## config.mk

```make
export PLATFORM = sky130hd
export DESIGN_NAME = qvr_sat_flat
export DESIGN_NICKNAME = d
export VERILOG_FILES = /design/src/qvr_pkg.sv /design/src/qvr_if.sv /design/src/qvr_sat.sv /design/src/flat_wrapper.sv
export SDC_FILE = /design/constraint.sdc
export NUM_CORES = 1
export LEC_CHECK = 0
export BUFFER_PORTS_ARGS = -buffer_cell sky130_fd_sc_hd__buf_4
export CAP_MARGIN = 10
export CORE_AREA = 2 2 101 103
export DETAILED_ROUTE_END_ITERATION = 10
export DIE_AREA = 0 0 103 105
export PLACE_DENSITY = 0.74
export SYNTH_ARGS = -nofsm -noshare
export SYNTH_HDL_FRONTEND = slang
export SYNTH_SLANG_ARGS = --single-unit
```

## constraint.sdc

```tcl
create_clock -name clk -period 8.05 [get_ports clk]
set_input_delay 0.805 -clock clk [delete_from_list [all_inputs] [get_ports clk]]
set_output_delay 0.805 -clock clk [all_outputs]
set_load 0.05 [all_outputs]
```

## src/qvr_pkg.sv

```systemverilog
`timescale 1ns / 1ps
// ----------------------------------------------------------------------------
// qvr_pkg
// Widths and stage payload types for the quaternion vector rotator.
// ----------------------------------------------------------------------------
package qvr_pkg;

  localparam int QUAT_FRAC_BITS = 14;
  localparam int VEC_WIDTH      = 24;

  localparam int QW    = 16;                  // quaternion component width
  localparam int PV_W  = QW + VEC_WIDTH;      // q * v product
  localparam int T_W   = PV_W + 2;            // sum of three products
  localparam int PU_W  = T_W + QW;            // t * q product
  localparam int SHIFT = 2 * QUAT_FRAC_BITS;
  localparam int U_W   = (PU_W + 2 > SHIFT + 2) ? PU_W + 2 : SHIFT + 2;

  localparam logic signed [U_W-1:0] RND_HALF = {{(U_W-1){1'b0}}, 1'b1} << (SHIFT - 1);
  localparam logic signed [U_W-1:0] SAT_HI =
    {{(U_W-VEC_WIDTH+1){1'b0}}, {(VEC_WIDTH-1){1'b1}}};
  localparam logic signed [U_W-1:0] SAT_LO =
    {{(U_W-VEC_WIDTH+1){1'b1}}, {(VEC_WIDTH-1){1'b0}}};

  typedef struct packed {
    logic signed [QW-1:0]   qx;
    logic signed [QW-1:0]   qy;
    logic signed [QW-1:0]   qz;
    logic signed [QW-1:0]   qw;
    logic signed [PV_W-1:0] p_wx;
    logic signed [PV_W-1:0] p_yz;
    logic signed [PV_W-1:0] p_zy;
    logic signed [PV_W-1:0] p_wy;
    logic signed [PV_W-1:0] p_zx;
    logic signed [PV_W-1:0] p_xz;
    logic signed [PV_W-1:0] p_wz;
    logic signed [PV_W-1:0] p_xy;
    logic signed [PV_W-1:0] p_yx;
    logic signed [PV_W-1:0] p_xx;
    logic signed [PV_W-1:0] p_yy;
    logic signed [PV_W-1:0] p_zz;
  } vprod_t;

  typedef struct packed {
    logic signed [QW-1:0]  qx;
    logic signed [QW-1:0]  qy;
    logic signed [QW-1:0]  qz;
    logic signed [QW-1:0]  qw;
    logic signed [T_W-1:0] tx;
    logic signed [T_W-1:0] ty;
    logic signed [T_W-1:0] tz;
    logic signed [T_W-1:0] tw;
  } tvec_t;

  typedef struct packed {
    logic signed [PU_W-1:0] x0;
    logic signed [PU_W-1:0] x1;
    logic signed [PU_W-1:0] x2;
    logic signed [PU_W-1:0] x3;
    logic signed [PU_W-1:0] y0;
    logic signed [PU_W-1:0] y1;
    logic signed [PU_W-1:0] y2;
    logic signed [PU_W-1:0] y3;
    logic signed [PU_W-1:0] z0;
    logic signed [PU_W-1:0] z1;
    logic signed [PU_W-1:0] z2;
    logic signed [PU_W-1:0] z3;
  } uprod_t;

  typedef struct packed {
    logic signed [U_W-1:0] rx;
    logic signed [U_W-1:0] ry;
    logic signed [U_W-1:0] rz;
  } rvec_t;

endpackage

```

## src/qvr_if.sv

```systemverilog


interface qvr_out_if;
  logic                                  valid;
  logic                                  ready;
  logic signed [qvr_pkg::VEC_WIDTH-1:0]  rot_x;
  logic signed [qvr_pkg::VEC_WIDTH-1:0]  rot_y;
  logic signed [qvr_pkg::VEC_WIDTH-1:0]  rot_z;
  logic                                  clipped;

  modport source (output valid, rot_x, rot_y, rot_z, clipped, input ready);
  modport sink (input valid, rot_x, rot_y, rot_z, clipped, output ready);
endinterface

```

## src/qvr_sat.sv

```systemverilog
`timescale 1ns / 1ps
// ----------------------------------------------------------------------------
// qvr_sat
// Saturates each component to the vector range and drives the output register.
// ----------------------------------------------------------------------------
module qvr_sat (
  input  logic           clk,
  input  logic           rst_n,
  input  qvr_pkg::rvec_t r_i,
  input  logic           r_valid_i,
  output logic           r_ready_o,
  qvr_out_if.source      out_chan
);

  localparam int VW = qvr_pkg::VEC_WIDTH;

  logic signed [VW-1:0] rx_r, ry_r, rz_r, rx_nxt, ry_nxt, rz_nxt;
  logic                 clip_r, clip_nxt;
  logic                 v_r;
  logic                 cx, cy, cz;
  logic                 ready_e;

  assign ready_e   = !v_r || out_chan.ready;
  assign r_ready_o = ready_e;

  always_comb begin
    cx = 1'b1;
    cy = 1'b1;
    cz = 1'b1;
    if (r_i.rx > qvr_pkg::SAT_HI) rx_nxt = qvr_pkg::SAT_HI[VW-1:0];
    else if (r_i.rx < qvr_pkg::SAT_LO) rx_nxt = qvr_pkg::SAT_LO[VW-1:0];
    else begin
      rx_nxt = r_i.rx[VW-1:0];
      cx     = 1'b0;
    end
    if (r_i.ry > qvr_pkg::SAT_HI) ry_nxt = qvr_pkg::SAT_HI[VW-1:0];
    else if (r_i.ry < qvr_pkg::SAT_LO) ry_nxt = qvr_pkg::SAT_LO[VW-1:0];
    else begin
      ry_nxt = r_i.ry[VW-1:0];
      cy     = 1'b0;
    end
    if (r_i.rz > qvr_pkg::SAT_HI) rz_nxt = qvr_pkg::SAT_HI[VW-1:0];
    else if (r_i.rz < qvr_pkg::SAT_LO) rz_nxt = qvr_pkg::SAT_LO[VW-1:0];
    else begin
      rz_nxt = r_i.rz[VW-1:0];
      cz     = 1'b0;
    end
    clip_nxt = cx || cy || cz;
  end

  always_ff @(posedge clk) begin
    if (!rst_n) begin
      v_r <= 1'b0;
    end else if (ready_e) begin
      v_r <= r_valid_i;
    end
  end

  always_ff @(posedge clk) begin
    if (ready_e) begin
      rx_r   <= rx_nxt;
      ry_r   <= ry_nxt;
      rz_r   <= rz_nxt;
      clip_r <= clip_nxt;
    end
  end

  assign out_chan.valid   = v_r;
  assign out_chan.rot_x   = rx_r;
  assign out_chan.rot_y   = ry_r;
  assign out_chan.rot_z   = rz_r;
  assign out_chan.clipped = clip_r;

  a_reset_empty: assert property (@(posedge clk) !rst_n |=> !v_r)
    else $error("output valid after reset");

  a_clip_at_bound: assert property (@(posedge clk) disable iff (!rst_n)
    v_r && clip_r |->
      (rx_r == qvr_pkg::SAT_HI[VW-1:0]) || (rx_r == qvr_pkg::SAT_LO[VW-1:0]) ||
      (ry_r == qvr_pkg::SAT_HI[VW-1:0]) || (ry_r == qvr_pkg::SAT_LO[VW-1:0]) ||
      (rz_r == qvr_pkg::SAT_HI[VW-1:0]) || (rz_r == qvr_pkg::SAT_LO[VW-1:0]))
    else $error("clipped flagged with no component at a bound");

endmodule

```

## src/flat_wrapper.sv

```systemverilog
// flat-port wrapper written by rule: the top's interface ports become plain ports
module qvr_sat_flat 
  (clk, rst_n, r_i, r_valid_i, r_ready_o, out_chan_valid, out_chan_rot_x, out_chan_rot_y, out_chan_rot_z, out_chan_clipped, out_chan_ready);
  qvr_out_if out_chan_i ();
  input  logic clk;
  input  logic rst_n;
  input  qvr_pkg::rvec_t r_i;
  input  logic r_valid_i;
  output logic r_ready_o;
  output wire logic [$bits(out_chan_i.valid)-1:0] out_chan_valid;
  output wire logic [$bits(out_chan_i.rot_x)-1:0] out_chan_rot_x;
  output wire logic [$bits(out_chan_i.rot_y)-1:0] out_chan_rot_y;
  output wire logic [$bits(out_chan_i.rot_z)-1:0] out_chan_rot_z;
  output wire logic [$bits(out_chan_i.clipped)-1:0] out_chan_clipped;
  input wire logic [$bits(out_chan_i.ready)-1:0] out_chan_ready;
  assign out_chan_valid = out_chan_i.valid;
  assign out_chan_rot_x = out_chan_i.rot_x;
  assign out_chan_rot_y = out_chan_i.rot_y;
  assign out_chan_rot_z = out_chan_i.rot_z;
  assign out_chan_clipped = out_chan_i.clipped;
  assign out_chan_i.ready = out_chan_ready;
  qvr_sat u_core (.clk(clk), .rst_n(rst_n), .r_i(r_i), .r_valid_i(r_valid_i), .r_ready_o(r_ready_o), .out_chan(out_chan_i));
endmodule
```

==> metrics.csv <==
metric,value,unit
status,"complete, no violations",
synth-async-reset-ratio,0,
hold_viol_final,0,
cts_root_buf,clkbuf_8,
die_area,10800,um^2
fp.dieW,103,um
cts.clk_slew.worst_paths,0.08,ns
track_usage,0.200,
post-dp-hpwl,8.78,mm
leakagePower,2.58,nW
seq_power_share,0.448,
synthMuxAreaShare,0,
drt_iter0_drc,149,
cap_violations,0,
grt_overflow,0,
period_minus_slack,2.81,ns
initial_utilization,0.356,
r2r.worst_path.cells,1,
ant_nets,0,
p_switching,0.320,mW
crit-reg2reg-launch,u_core.out_chan.valid,
skew,0.0158,ns
cts-resized-gates,0,
synth_area_per_cell,11.0,um^2
min_path_cells,1,
cts_buffers,9,
synth-seq-cells,74,
synth_warnings,0,
routed_via_density,4.86,
clockPowerShare,0.294,
maxSlewViolCount,0,
htree_levels,3,
synth_xor_area_frac,0,
period_share,0.349,
synth_compound_area_frac,0.0350,
synth_edf_count,73,
die_h,105,um
synth_cells,313,
arrival,2.00,ns
tns,0,ns
dpl_worst_slack,4.72,ns
hp-start,r_i[59],
synth-main-ff-cell,edfxtp_1,
hold_buffers,0,
rows,36,
wl_per_cell,15.7,um
grt_max_degree,76,
finalWorstSetupSlack,5.24,ns
yosysUniqueCellTypes,21,
syn-cell-area,3430,um^2
ioPinCount,259,
swShare,0.309,
cp.required,7.24,ns
intPower,0.715,mW
cts_max_path_buffers,2,
slew_headroom,0.326,
irDropWorstVdd,77.2,uV
vias,3444,
synth_seq_area_share,0.644,
drive_above_1_share,0.500,
synth_top_family_by_area,simple AND/OR/NAND/NOR gates,
worstMarginPinSlew,1.01,ns
path_class,input port to primary output,
tritoncts,yes,
drt_drc_violations_left,0,
io_buffers,258,
start_kind,input port,
cts_sinks,74,
reg2reg_slack,6.53,ns
fmax,0.356,GHz
num_antenna_cells,0,
crit_path_max_fanout,75,
endpoint_kind,primary output,
rsz0062_at_grt,false,
core_area,9640,um^2
syn-num-nets,497,
antenna_found_initial,0,
min_to,u_core.out_chan.rot_z[23],
dr.pass1.iters,5,
synthAdderAreaFrac,0,
fin_nets,755,
wirelength,11.2,mm
setup_viol,0,
powerDensity,182,nW/um^2
grt_pass1_wl,16.4,mm
hold_path.class,input port to register,
area_growth_syn_to_layout,65.6,%
grt_pass1_vias,3466,
post_cts_buffers,0,
synth_simple_gate_area_frac,0.289,
combPwrFrac,0.258,
reg2reg_to,u_core.out_chan.rot_y[7],
gp_congestion,0.880,
clock_latency,0.35,ns
-- worst max-delay path by stage --
stage / depth (start not counted) / slack (ns) / startpoint / end
after floorplan: 1 / 4.29 / out_chan_ready / r_ready_o
after global placement: 6 / 4.83 / r_i[90] / u_core.out_chan.clipped
after detailed placement: 6 / 4.72 / r_i[90] / u_core.out_chan.clipped
after CTS: 6 / 5.13 / r_i[90] / u_core.out_chan.clipped
after global routing: 3 / 5.14 / out_chan_ready / r_ready_o
final: 3 / 5.24 / out_chan_ready / r_ready_o
-- cells by family (layout without fill, tap and decap cells) --
family | count (synthesis) | count (layout)
compound gates | 7 | 7
buf+inv | 17 | 280
flops | 74 | 74
simple gates | 215 | 215
-- through the flow --
step	hold slack [ns]	utilization	cells	total power, mW	cell area, um^2
2_1_floorplan	0.944	-	313	0.612	3430
3_3_place_gp	1.04	0.567	692	0.735	5470
3_5_place_dp	1.04	0.567	692	0.741	5470
4_1_cts	0.673	0.589	708	1.05	5680
5_1_grt	0.661	0.590	709	1.08	5690
6_report	0.695	0.590	709	1.04	5690
-- cells in the final DEF (no fill, tap or decap), types with 2 or more instances in the layout --
master      n
buf_4     261
nand2_1   141
edfxtp_1   73
nand4_1    31
nor4_1     24
clkbuf_8   10
nor2_1      5
nor3_1      3
nand3_1     3
or4_4       3
o41ai_4     3
a31o_2      2
or4_1       2
inv_1       2
clkinv_4    2
inv_6       2
-- power by group through the flow --
stage / clock network [mW] / logic (mW) / registers [mW]
final: 0.304 / 0.267 / 0.464
after global routing: 0.332 / 0.283 / 0.467
after CTS: 0.313 / 0.268 / 0.464
after detailed placement: 0 / 0.268 / 0.473
after global placement: 0 / 0.263 / 0.472
after floorplan: 0 / 0.0398 / 0.572
-- critical path, cell delays in order --
cell	delay, ns
buf_4	0.08
nand2b_4	0.77
buf_4	0.34
-- state kept, by name, indices dropped and copies added, names as in the netlist --
name                     flops
u_core.out_chan.valid        1
u_core.out_chan.rot_y       24
u_core.out_chan.rot_x       24
u_core.out_chan.clipped      1
u_core.out_chan.rot_z       24
-- synth_stat cells, types with 2 or more instances --
| library cell | instances | area [um^2] |
|---|---|---|
| nand2_1 | 141 | 529 |
| edfxtp_1 | 73 | 2190 |
| nand4_1 | 31 | 194 |
| nor4_1 | 24 | 150 |
| clkbuf_1 | 8 | 30.0 |
| buf_6 | 6 | 67.6 |
| nor2_1 | 5 | 18.8 |
| nand3_1 | 3 | 15.0 |
| nor3_1 | 3 | 15.0 |
| o41ai_4 | 3 | 82.6 |
| or4_4 | 3 | 33.8 |
| a31o_2 | 2 | 17.5 |
| inv_1 | 2 | 7.51 |
| or4_1 | 2 | 15.0 |
-- cell type report --
cell class              count  area (um^2)
repair buffers            262         1970
clock inverters             6         72.6
multi-input cells         222         1120
well taps                 133          166
clock buffers              10          138
flip-flops and latches     74         2210
fillers                   859         3950
inverters                   2         7.51
-- layer usage --
layer | track usage | share of wire | up-vias | wire length [um]
li1 | - | - | 1667 | -
met1 | 0.202 | 0.35 | 1580 | 3920
met2 | 0.375 | 0.54 | 180 | 6040
met3 | 0.0622 | 0.089 | 17 | 988
met4 | 0.0714 | 0.019 | 0 | 216
met5 | 0 | 0 | - | 0
Power figures use the tool's default switching activity.
